==> src/hdl/mbom_pkg.sv <==
// Shared types and constants for the buffer ownership manager.
package mbom_pkg;

    localparam int POOL_MAX      = 32;
    localparam int ID_W          = 5;
    localparam int OP_W          = 2;
    localparam int NUM_W         = 6;
    localparam int S_TDATA_W     = 8;
    localparam int M_TDATA_W     = 8;
    localparam logic [NUM_W-1:0] NUM_RESET = 6'd32;

    typedef enum logic [OP_W-1:0] {
        OP_WR_ACQ  = 2'd0,
        OP_RD_ACQ  = 2'd1,
        OP_WR_DONE = 2'd2,
        OP_RD_DONE = 2'd3
    } op_t;

    typedef enum logic [1:0] {
        ST_IDLE    = 2'd0,
        ST_WRITING = 2'd1,
        ST_WRITTEN = 2'd2,
        ST_READING = 2'd3
    } buf_status_t;

    typedef struct packed {
        logic [ID_W-1:0] buffer_id;
        op_t             op;
    } mbom_req_t;

    typedef struct packed {
        logic [ID_W-1:0] granted_id;
        logic            found;
    } mbom_res_t;

endpackage

==> src/hdl/mbom_prio.sv <==
// Lowest-index priority encoder over a request vector.
module mbom_prio
    import mbom_pkg::*;
#(
    parameter int WIDTH = POOL_MAX
) (
    input  logic [WIDTH-1:0] req,
    output logic             found,
    output logic [ID_W-1:0]  idx
);

    always_comb begin
        idx = '0;
        for (int i = WIDTH - 1; i >= 0; i--) begin
            if (req[i]) begin
                idx = ID_W'(i);
            end
        end
    end

    assign found = |req;

endmodule

==> src/hdl/mbom_core.sv <==
// Pool state (in-use mask, per-buffer status) and the per-transaction update.
module mbom_core
    import mbom_pkg::*;
#(
    parameter int MAX_BUFFERS = POOL_MAX
) (
    input  logic             aclk,
    input  logic             aresetn,
    input  logic             fire,
    input  mbom_req_t        req,
    input  logic [NUM_W-1:0] num_buffers,
    output mbom_res_t        res
);

    localparam logic [NUM_W-1:0] MAX_N = NUM_W'(MAX_BUFFERS);

    logic [MAX_BUFFERS-1:0] in_use_reg;
    buf_status_t            status_reg [MAX_BUFFERS];

    logic [NUM_W-1:0]       active_n;
    logic [MAX_BUFFERS-1:0] wr_req;
    logic [MAX_BUFFERS-1:0] rd_req;
    logic                   wr_found;
    logic                   rd_found;
    logic [ID_W-1:0]        wr_idx;
    logic [ID_W-1:0]        rd_idx;
    logic                   id_ok;

    assign active_n = (num_buffers > MAX_N) ? MAX_N : num_buffers;
    assign id_ok    = {1'b0, req.buffer_id} < MAX_N;

    always_comb begin
        for (int i = 0; i < MAX_BUFFERS; i++) begin
            wr_req[i] = !in_use_reg[i] && (NUM_W'(i) < active_n);
            rd_req[i] = in_use_reg[i] && (status_reg[i] == ST_WRITTEN)
                        && (NUM_W'(i) < active_n);
        end
    end

    mbom_prio #(.WIDTH(MAX_BUFFERS)) u_wr_prio (
        .req   (wr_req),
        .found (wr_found),
        .idx   (wr_idx)
    );

    mbom_prio #(.WIDTH(MAX_BUFFERS)) u_rd_prio (
        .req   (rd_req),
        .found (rd_found),
        .idx   (rd_idx)
    );

    always_comb begin
        res = '0;
        case (req.op)
            OP_WR_ACQ: begin
                res.found      = wr_found;
                res.granted_id = wr_idx;
            end
            OP_RD_ACQ: begin
                res.found      = rd_found;
                res.granted_id = rd_idx;
            end
            default: res = '0;
        endcase
    end

    always_ff @(posedge aclk) begin
        if (!aresetn) begin
            in_use_reg <= '0;
            for (int i = 0; i < MAX_BUFFERS; i++) begin
                status_reg[i] <= ST_IDLE;
            end
        end else if (fire) begin
            for (int i = 0; i < MAX_BUFFERS; i++) begin
                case (req.op)
                    OP_WR_ACQ: begin
                        if (wr_found && wr_idx == ID_W'(i)) begin
                            in_use_reg[i] <= 1'b1;
                            status_reg[i] <= ST_WRITING;
                        end
                    end
                    OP_RD_ACQ: begin
                        if (rd_found && rd_idx == ID_W'(i)) begin
                            status_reg[i] <= ST_READING;
                        end
                    end
                    OP_WR_DONE: begin
                        if (id_ok && req.buffer_id == ID_W'(i)) begin
                            status_reg[i] <= ST_WRITTEN;
                        end
                    end
                    OP_RD_DONE: begin
                        if (id_ok && req.buffer_id == ID_W'(i)) begin
                            status_reg[i] <= ST_IDLE;
                            in_use_reg[i] <= 1'b0;
                        end
                    end
                    default: ;
                endcase
            end
        end
    end

endmodule

==> src/hdl/multi_buffer_ownership_manager.sv <==
// A transaction waits in the input register; its result goes to the result
// register behind m_tvalid. One transaction per cycle unless m_tready stalls:
// a single pass of priority encode and state update joins the two registers.
// Stalls on m_tready back up through the input register to s_tready.
// Reset (aresetn low, synchronous): all buffers idle and free,
// num_buffers back to 32, both registers empty.
module multi_buffer_ownership_manager
    import mbom_pkg::*;
#(
    parameter int MAX_BUFFERS = POOL_MAX
) (
    input  logic                 aclk,
    input  logic                 aresetn,
    input  logic                 cfg_we,
    input  logic [NUM_W-1:0]     cfg_wdata,     // num_buffers
    input  logic                 s_tvalid,
    output logic                 s_tready,
    input  logic [S_TDATA_W-1:0] s_tdata,       // op[1:0], buffer_id[6:2], pad
    output logic                 m_tvalid,
    input  logic                 m_tready,
    output logic [M_TDATA_W-1:0] m_tdata        // found[0], granted_id[5:1], pad
);

    logic [NUM_W-1:0] num_reg;
    logic             in_valid_reg;
    mbom_req_t        in_req_reg;
    logic             out_valid_reg;
    mbom_res_t        out_res_reg;
    mbom_res_t        core_res;
    logic             adv;

    assign adv      = in_valid_reg && (!out_valid_reg || m_tready);
    assign s_tready = !in_valid_reg || adv;

    always_ff @(posedge aclk) begin
        if (!aresetn) begin
            num_reg       <= NUM_RESET;
            in_valid_reg  <= 1'b0;
            out_valid_reg <= 1'b0;
        end else begin
            if (cfg_we) begin
                num_reg <= cfg_wdata;
            end
            if (s_tvalid && s_tready) begin
                in_valid_reg <= 1'b1;
            end else if (adv) begin
                in_valid_reg <= 1'b0;
            end
            if (adv) begin
                out_valid_reg <= 1'b1;
            end else if (m_tready) begin
                out_valid_reg <= 1'b0;
            end
        end
    end

    always_ff @(posedge aclk) begin
        if (s_tvalid && s_tready) begin
            in_req_reg <= mbom_req_t'(s_tdata[ID_W+OP_W-1:0]);
        end
        if (adv) begin
            out_res_reg <= core_res;
        end
    end

    mbom_core #(.MAX_BUFFERS(MAX_BUFFERS)) u_core (
        .aclk        (aclk),
        .aresetn     (aresetn),
        .fire        (adv),
        .req         (in_req_reg),
        .num_buffers (num_reg),
        .res         (core_res)
    );

    assign m_tvalid = out_valid_reg;
    assign m_tdata  = M_TDATA_W'(out_res_reg);

endmodule

==> config.mk <==
export PLATFORM = sky130hd
export DESIGN_NAME = multi_buffer_ownership_manager
export DESIGN_NICKNAME = d
export VERILOG_FILES = /design/src/hdl/mbom_pkg.sv /design/src/hdl/mbom_prio.sv /design/src/hdl/mbom_core.sv /design/src/hdl/multi_buffer_ownership_manager.sv
export SDC_FILE = /design/constraint.sdc
export NUM_CORES = 1
export LEC_CHECK = 0
export ABC_AREA = 0
export BUFFER_PORTS_ARGS = -buffer_cell sky130_fd_sc_hd__buf_2
export CORE_ASPECT_RATIO = 2
export CORE_UTILIZATION = 35
export CTS_BUF_LIST = sky130_fd_sc_hd__clkbuf_4 sky130_fd_sc_hd__clkbuf_8
export DETAILED_ROUTE_END_ITERATION = 8
export GPL_TIMING_DRIVEN = 0
export SLEW_MARGIN = 15
export SYNTH_ARGS = -nofsm -noshare
export SYNTH_HDL_FRONTEND = slang
export SYNTH_SLANG_ARGS = --single-unit
export TNS_END_PERCENT = 30
==> constraint.sdc <==
create_clock -name aclk -period 5.1 [get_ports aclk]
set_clock_uncertainty 0.1 [all_clocks]
set_input_delay 1.02 -clock aclk [delete_from_list [all_inputs] [get_ports aclk]]
set_output_delay 1.02 -clock aclk [all_outputs]
set_load 0.005 [all_outputs]
# [Word level (Yosys, flattened, before mapping)]
# Memories as Yosys holds them, arrays and structs flattened.
# Cells that the tools add are included.
[classes] addsub=0 multipliers=0 n_div=0 order_cmp=33 n_eq_ne=192 shifts=0 mux=903 bitwise=128 reduce_logical=239
[ops] operator="1-bit two-way mux" n=677
[ops] operator="5-bit two-way mux" n=64
[ops] operator="2-bit two-way mux" n=128
[ops] operator="5-bit equality test (second input constant)" n=48
[ops] operator="1-bit logical AND" n=162
[ops] operator="2-bit by 1-bit inequality test with 1-bit output (second input constant)" n=64
[ops] operator="1-bit OR" n=128
[ops] operator="4-bit AND reduction" n=32
[ops] operator="5-bit by 4-bit equality test with 1-bit output (second input constant)" n=24
[ops] operator="5-bit by 6-bit less-than comparator with 1-bit output (first input constant)" n=16
[ops] operator="2-bit equality test (second input constant)" n=34
[ops] operator="1-bit one-hot mux with 2 select lines" n=32
[ops] operator="32-bit OR reduction" n=2
[ops] operator="5-bit by 3-bit equality test with 1-bit output (second input constant)" n=12
[ops] operator="4-bit by 6-bit less-than comparator with 1-bit output (first input constant)" n=8
[ops] operator="1-bit zero test" n=34
[ops] operator="5-bit by 2-bit equality test with 1-bit output (second input constant)" n=6
[ops] operator="3-bit by 6-bit less-than comparator with 1-bit output (first input constant)" n=4
[ops] operator="5-bit by 1-bit equality test with 1-bit output (second input constant)" n=3
[ops] operator="5-bit zero test" n=3
[ops] operator="1-bit by 6-bit less-than comparator with 1-bit output (first input constant)" n=2
[ops] operator="2-bit by 6-bit less-than comparator with 1-bit output (first input constant)" n=2
[ops] operator="6-bit one-hot mux with 2 select lines" n=1
[ops] operator="6-bit > comparator (second input constant)" n=1
[ops] operator="other kinds (5)" n=8
[word_totals] ff_bits=53 latch_bits=0 ram_bits=64 rom_bits=0 output_inout_bits=10 word_cells=1535 memories=1
[mem_list] name="u_core.status_reg" words=32 word_bits=2 read_ports=32 rd_ports_with_merged_regs=0 write_ports=32 line_no="mbom_core.sv:18" source="buf_status_t status_reg [MAX_BUFFERS];"

# [Depth between registers and ports, before layout]
[depth] ltp_word=47 depth_mapped=14 depth_no_buf=9

# [Cells and area by module]
# Synthesis repeated with hierarchy kept, for this count alone.
[hier_totals] cells_unflattened=926 hier_area_um2=7986.4
[modules_own_cells] module="mbom_core" n_inst=1 cells_each=752 area_per_inst_um2=6476.2 seq_area_each_um2=2562.5
[modules_own_cells] module="mbom_prio" n_inst=2 cells_each=65 area_per_inst_um2=385.4 seq_area_each_um2=0.0
[modules_own_cells] module="multi_buffer_ownership_manager" n_inst=1 cells_each=44 area_per_inst_um2=739.5 seq_area_each_um2=550.5

# [Worst setup path after synthesis]
# OpenSTA, ideal clock, no wires.
[synth_path] path_type="reg-to-reg" start="register num_reg[3]" end="register u_core.in_use_reg[30]" t_arrival_ps=3157 slack_ps=1723 stages_incl_launch_ff=11 n_path_buf=1 synth_period_minus_slack_ps=3377 path_cell_list="dfxtp_1 -> buf_6 -> nor4_4 -> a21oi_1 -> or4_4 -> a211o_1 -> or4_4 -> or2_1 -> and2_4 -> o31a_1 -> o31a_1"
[synth_between] elab_chain_cells=40 elab_cells_between_ends=103
[synth_lines] element="start, declared" line_no="multi_buffer_ownership_manager.sv:24" source="logic [NUM_W-1:0] num_reg;"
[synth_lines] element="start signal, assigned" line_no="multi_buffer_ownership_manager.sv:42" source="num_reg <= cfg_wdata;"
[synth_lines] element="6-bit > comparator" line_no="mbom_core.sv:29" source="assign active_n = (num_buffers > MAX_N) ? MAX_N : num_buffers;"
[synth_lines] element="6-bit two-way mux (*)" line_no="mbom_core.sv:29"
[synth_lines] element="5-bit by 6-bit less-than comparator with 1-bit output" line_no="mbom_core.sv:34" source="wr_req[i] = !in_use_reg[i] && (NUM_W'(i) < active_n);"
[synth_lines] element="1-bit logical AND" line_no="mbom_core.sv:34"
[synth_lines] element="5-bit two-way mux (32 in series)" line_no="mbom_prio.sv:15" source="if (req[i]) begin"
[synth_lines] element="5-bit equality test" line_no="mbom_core.sv:77" source="if (wr_found && wr_idx == ID_W'(i)) begin"
[synth_lines] element="1-bit logical AND (*)" line_no="mbom_core.sv:77"
[synth_lines] element="2-bit by 1-bit inequality test with 1-bit output (no source line) (*)"
[synth_lines] element="4-bit AND reduction (no source line) (*)"
[synth_lines] element="end signal, assigned" line_no="mbom_core.sv:69" source="in_use_reg <= '0;"
[synth_lines] element="end signal, assigned by index" line_no="mbom_core.sv:78" source="in_use_reg[i] <= 1'b1;"
[synth_lines] element="end signal, assigned by index" line_no="mbom_core.sv:95" source="in_use_reg[i] <= 1'b0;"
[synth_lines] element="end, declared" line_no="mbom_core.sv:17" source="logic [MAX_BUFFERS-1:0] in_use_reg;"
# Every way passes the cells marked *; elsewhere a longest branch is shown, timed or not.
# A chain may end at the register's enable or synchronous reset.

==> results_dict.tcl <==
set metrics [dict create \
    status "finished clean" \
    worst_path_largest_cell_delay_ns 0.73 \
    layout_common_cells "144 x nand2_1, 94 x a21oi_1, 81 x nor2_1, 77 x edfxtp_1, 61 x nand3_1" \
    p_per_area_nw_per_um2 281.6 \
    drtPass1Iterations 6 \
    crit_chain "buf_2 -> buf_1 -> nand2_1 -> a311oi_1 -> nor2_1 -> a2111oi_0 -> a211oi_1 -> nor3_1 -> clkbuf_1 -> a22oi_1 -> nand2_1" \
    power.total_uw 2508 \
    setup_viol 0 \
    cts_setup_buffers 0 \
    ys_seq_area_share_pct 38.93 \
    fp.dieW_um 108.9 \
    worst_path_dominant_cell_family "compound AO/OA/AOI/OAI gates" \
    fillers 2278 \
    worstPathArrival_ns 5.11 \
    gp_congestion 1.044 \
    start_util_pct 35.93 \
    reg2reg_depth 11 \
    cts-htree-levels 4 \
    grt_pass1_vias 8600 \
    drt_iter0_markers 1036 \
    min_from "in_valid_reg" \
    grt_setup_unrepaired "false" \
    netlist_area_um2 7996 \
    ys_types 75 \
    rows 77 \
    io_pins 29 \
    drive_gt1_share_pct 9.798 \
    cts.sinks 117 \
    synthArstFlopShare_pct 0 \
    vias 8805 \
    ant_nets 0 \
    grt_usage_pct 33.43 \
    wl_per_cell_um 28.99 \
    whs_path_depth 2 \
    core-area_um2 22260 \
    ys.flop_type "edfxtp_1" \
    critPathCaptureType "flip-flop" \
    critPathBufInv 3 \
    cts.clk_slew.worst_paths_ns 0.08 \
    synth_seq_cells 117 \
    clk_latency_ns 0.48 \
    cts_buffer_depth 2 \
    grt_pass1_wl_um 55110 \
    fin_nets 1051 \
    dp_hpwl_um 29560 \
    grt_max_degree 17 \
    whs_ns 0.4214 \
    rrSetupSlack_ns 0.09 \
    synth_edf_count 77 \
    cts_buffers 17 \
    ys_warn_count 0 \
    start_kind "flip-flop" \
    layout_commonest_cell "nand2_1" \
    max_freq_mhz 199.5 \
    area_growth_pct 11.36 \
    cts_tree "yes" \
    r2r-start "num_reg[4]" \
    ir_drop_mv 0.1315 \
    path_class "flip-flop to flip-flop" \
    worstHoldEndpoint "m_tvalid" \
    root_buffer "clkbuf_8" \
    gr-total-overflow 0 \
    antenna_found_initial 1 \
    maxCapViolCount 0 \
    largest_reg_flops 64 \
    io_buffers 24 \
    slew_headroom_pct 8.162 \
    worst-path-stages 11 \
    die_y_um 215.8 \
    cp_max_fo 10 \
    path_common_cell "nand2_1" \
    final_hold_viol_count 0 \
    drc 0 \
    cp.required_ns 5.20 \
    power.leakage_uw 0.003045 \
    period_needed_ns 5.012 \
    dieArea_um2 23490 \
    tns_ns 0 \
    hp-class "flip-flop to flip-flop" \
    syn-instance-count 984 \
    r2r-end "u_core.status_reg[0][12]" \
    tightest_slew_ns 1.366 \
    slew_violations 0 \
    crit_slowest_cell "clkbuf_1" \
    via_per_inst 6.681 \
    routed_wl_um 38210 \
    syn_avg_cell_area_um2 8.126 \
    period_share_pct 98.27 \
]
## final cells by class
class	instances	area, um^2	area share (%)
tap	276	345.3	3.878
antenna	1	2.502	0.02810
buffer	66	281.5	3.161
clock inverter	10	132.6	1.489
clock buffer	22	271.5	3.049
multi-input combinational	783	4559	51.20
inverter	18	67.56	0.7587
timing repair buffer	25	131.4	1.475
sequential	117	3113	34.96
## how the worst max path moves through the flow
stage                     startpoint                  endpoint
final                     num_reg[4]  u_core.status_reg[0][12]
after global routing      num_reg[4]  u_core.status_reg[0][12]
after CTS                 num_reg[0]  u_core.status_reg[0][30]
after detailed placement  num_reg[0]  u_core.status_reg[0][31]
after global placement    num_reg[2]  u_core.status_reg[0][30]
after floorplan           num_reg[3]     u_core.in_use_reg[30]
## power breakdown
group	internal, uW	total (uW)	switching (uW)
Clock	505	915	410
Combinational	124	484	360
Sequential	1060	1110	48.1
## repair_timing
action / 4_1_cts / 5_1_grt
hold buffers: 0 / 0
resized for setup: 1 / 7
setup endpoints to repair: 12 / 39
## cell usage after synthesis, types with 8 or more instances
cell	count	area, um^2
nand2_1	144	540.5
a21oi_1	94	470.5
nor2_1	82	307.8
edfxtp_1	77	2312
nand3_1	61	305.3
clkbuf_1	43	161.4
o21ai_0	43	215.2
dfxtp_1	40	800.8
a22oi_1	29	217.7
a31oi_1	25	156.4
nor3_1	25	125.1
o211ai_1	20	150.1
a211oi_1	18	135.1
inv_1	17	63.81
nand2b_1	12	75.07
nor2b_1	12	75.07
a32o_1	11	110.1
buf_1	11	41.29
nand4_1	11	68.82
o31ai_1	11	82.58
and2_1	10	62.56
buf_2	10	50.05
a211o_1	9	78.83
and3_1	9	56.30
and3b_1	9	78.83
nor4_1	9	56.30
mux2i_1	8	80.08
nand3b_1	8	60.06
## worst reg2reg max path, cell delays in order (launching register included)
cell and delay (ns):
dfxtp_1 0.45, buf_2 0.31, buf_1 0.46, nand2_1 0.26, a311oi_1 0.52, nor2_1 0.19
a2111oi_0 0.53, a211oi_1 0.36, nor3_1 0.39, clkbuf_1 0.73, a22oi_1 0.28, nand2_1 0.16
## cell families (layout without fill, tap and decap cells)
family,after synthesis,in the layout,share of synthesized area [%]
AND/OR/NAND/NOR,429,429,26.46
AO/OA/AOI/OAI,340,340,28.60
flip-flops,117,117,38.93
buffers and inverters,85,141,4.334
multiplexers,8,8,1.001
adder cells (fa/ha/maj),4,4,0.6259
other,1,3,0.04690
## through the flow
stage / cell area (um^2) / util [%] / std cells / setup WS (ns)
finish: 8905 / 40.01 / 1318 / 0.08848
detailed placement: 8488 / 38.14 / 1286 / -0.1982
global placement: 8466 / 38.04 / 1285 / -0.4359
floorplan: 8000 / - / 985 / 1.723
CTS: 8894 / 39.96 / 1318 / 0.02706
global route: 8905 / 40.01 / 1318 / 0.04297
## layer usage
layer / vias to the layer above / global-route usage (%) / routed length [um]
met5: - / 0 / 0
met4: 0 / 29.37 / 3859
met3: 209 / 6.282 / 2816
met2: 607 / 55.97 / 18880
met1: 4143 / 34.65 / 12660
li1: 3846 / - / -
No activity file was read; power rests on OpenSTA's default activity.
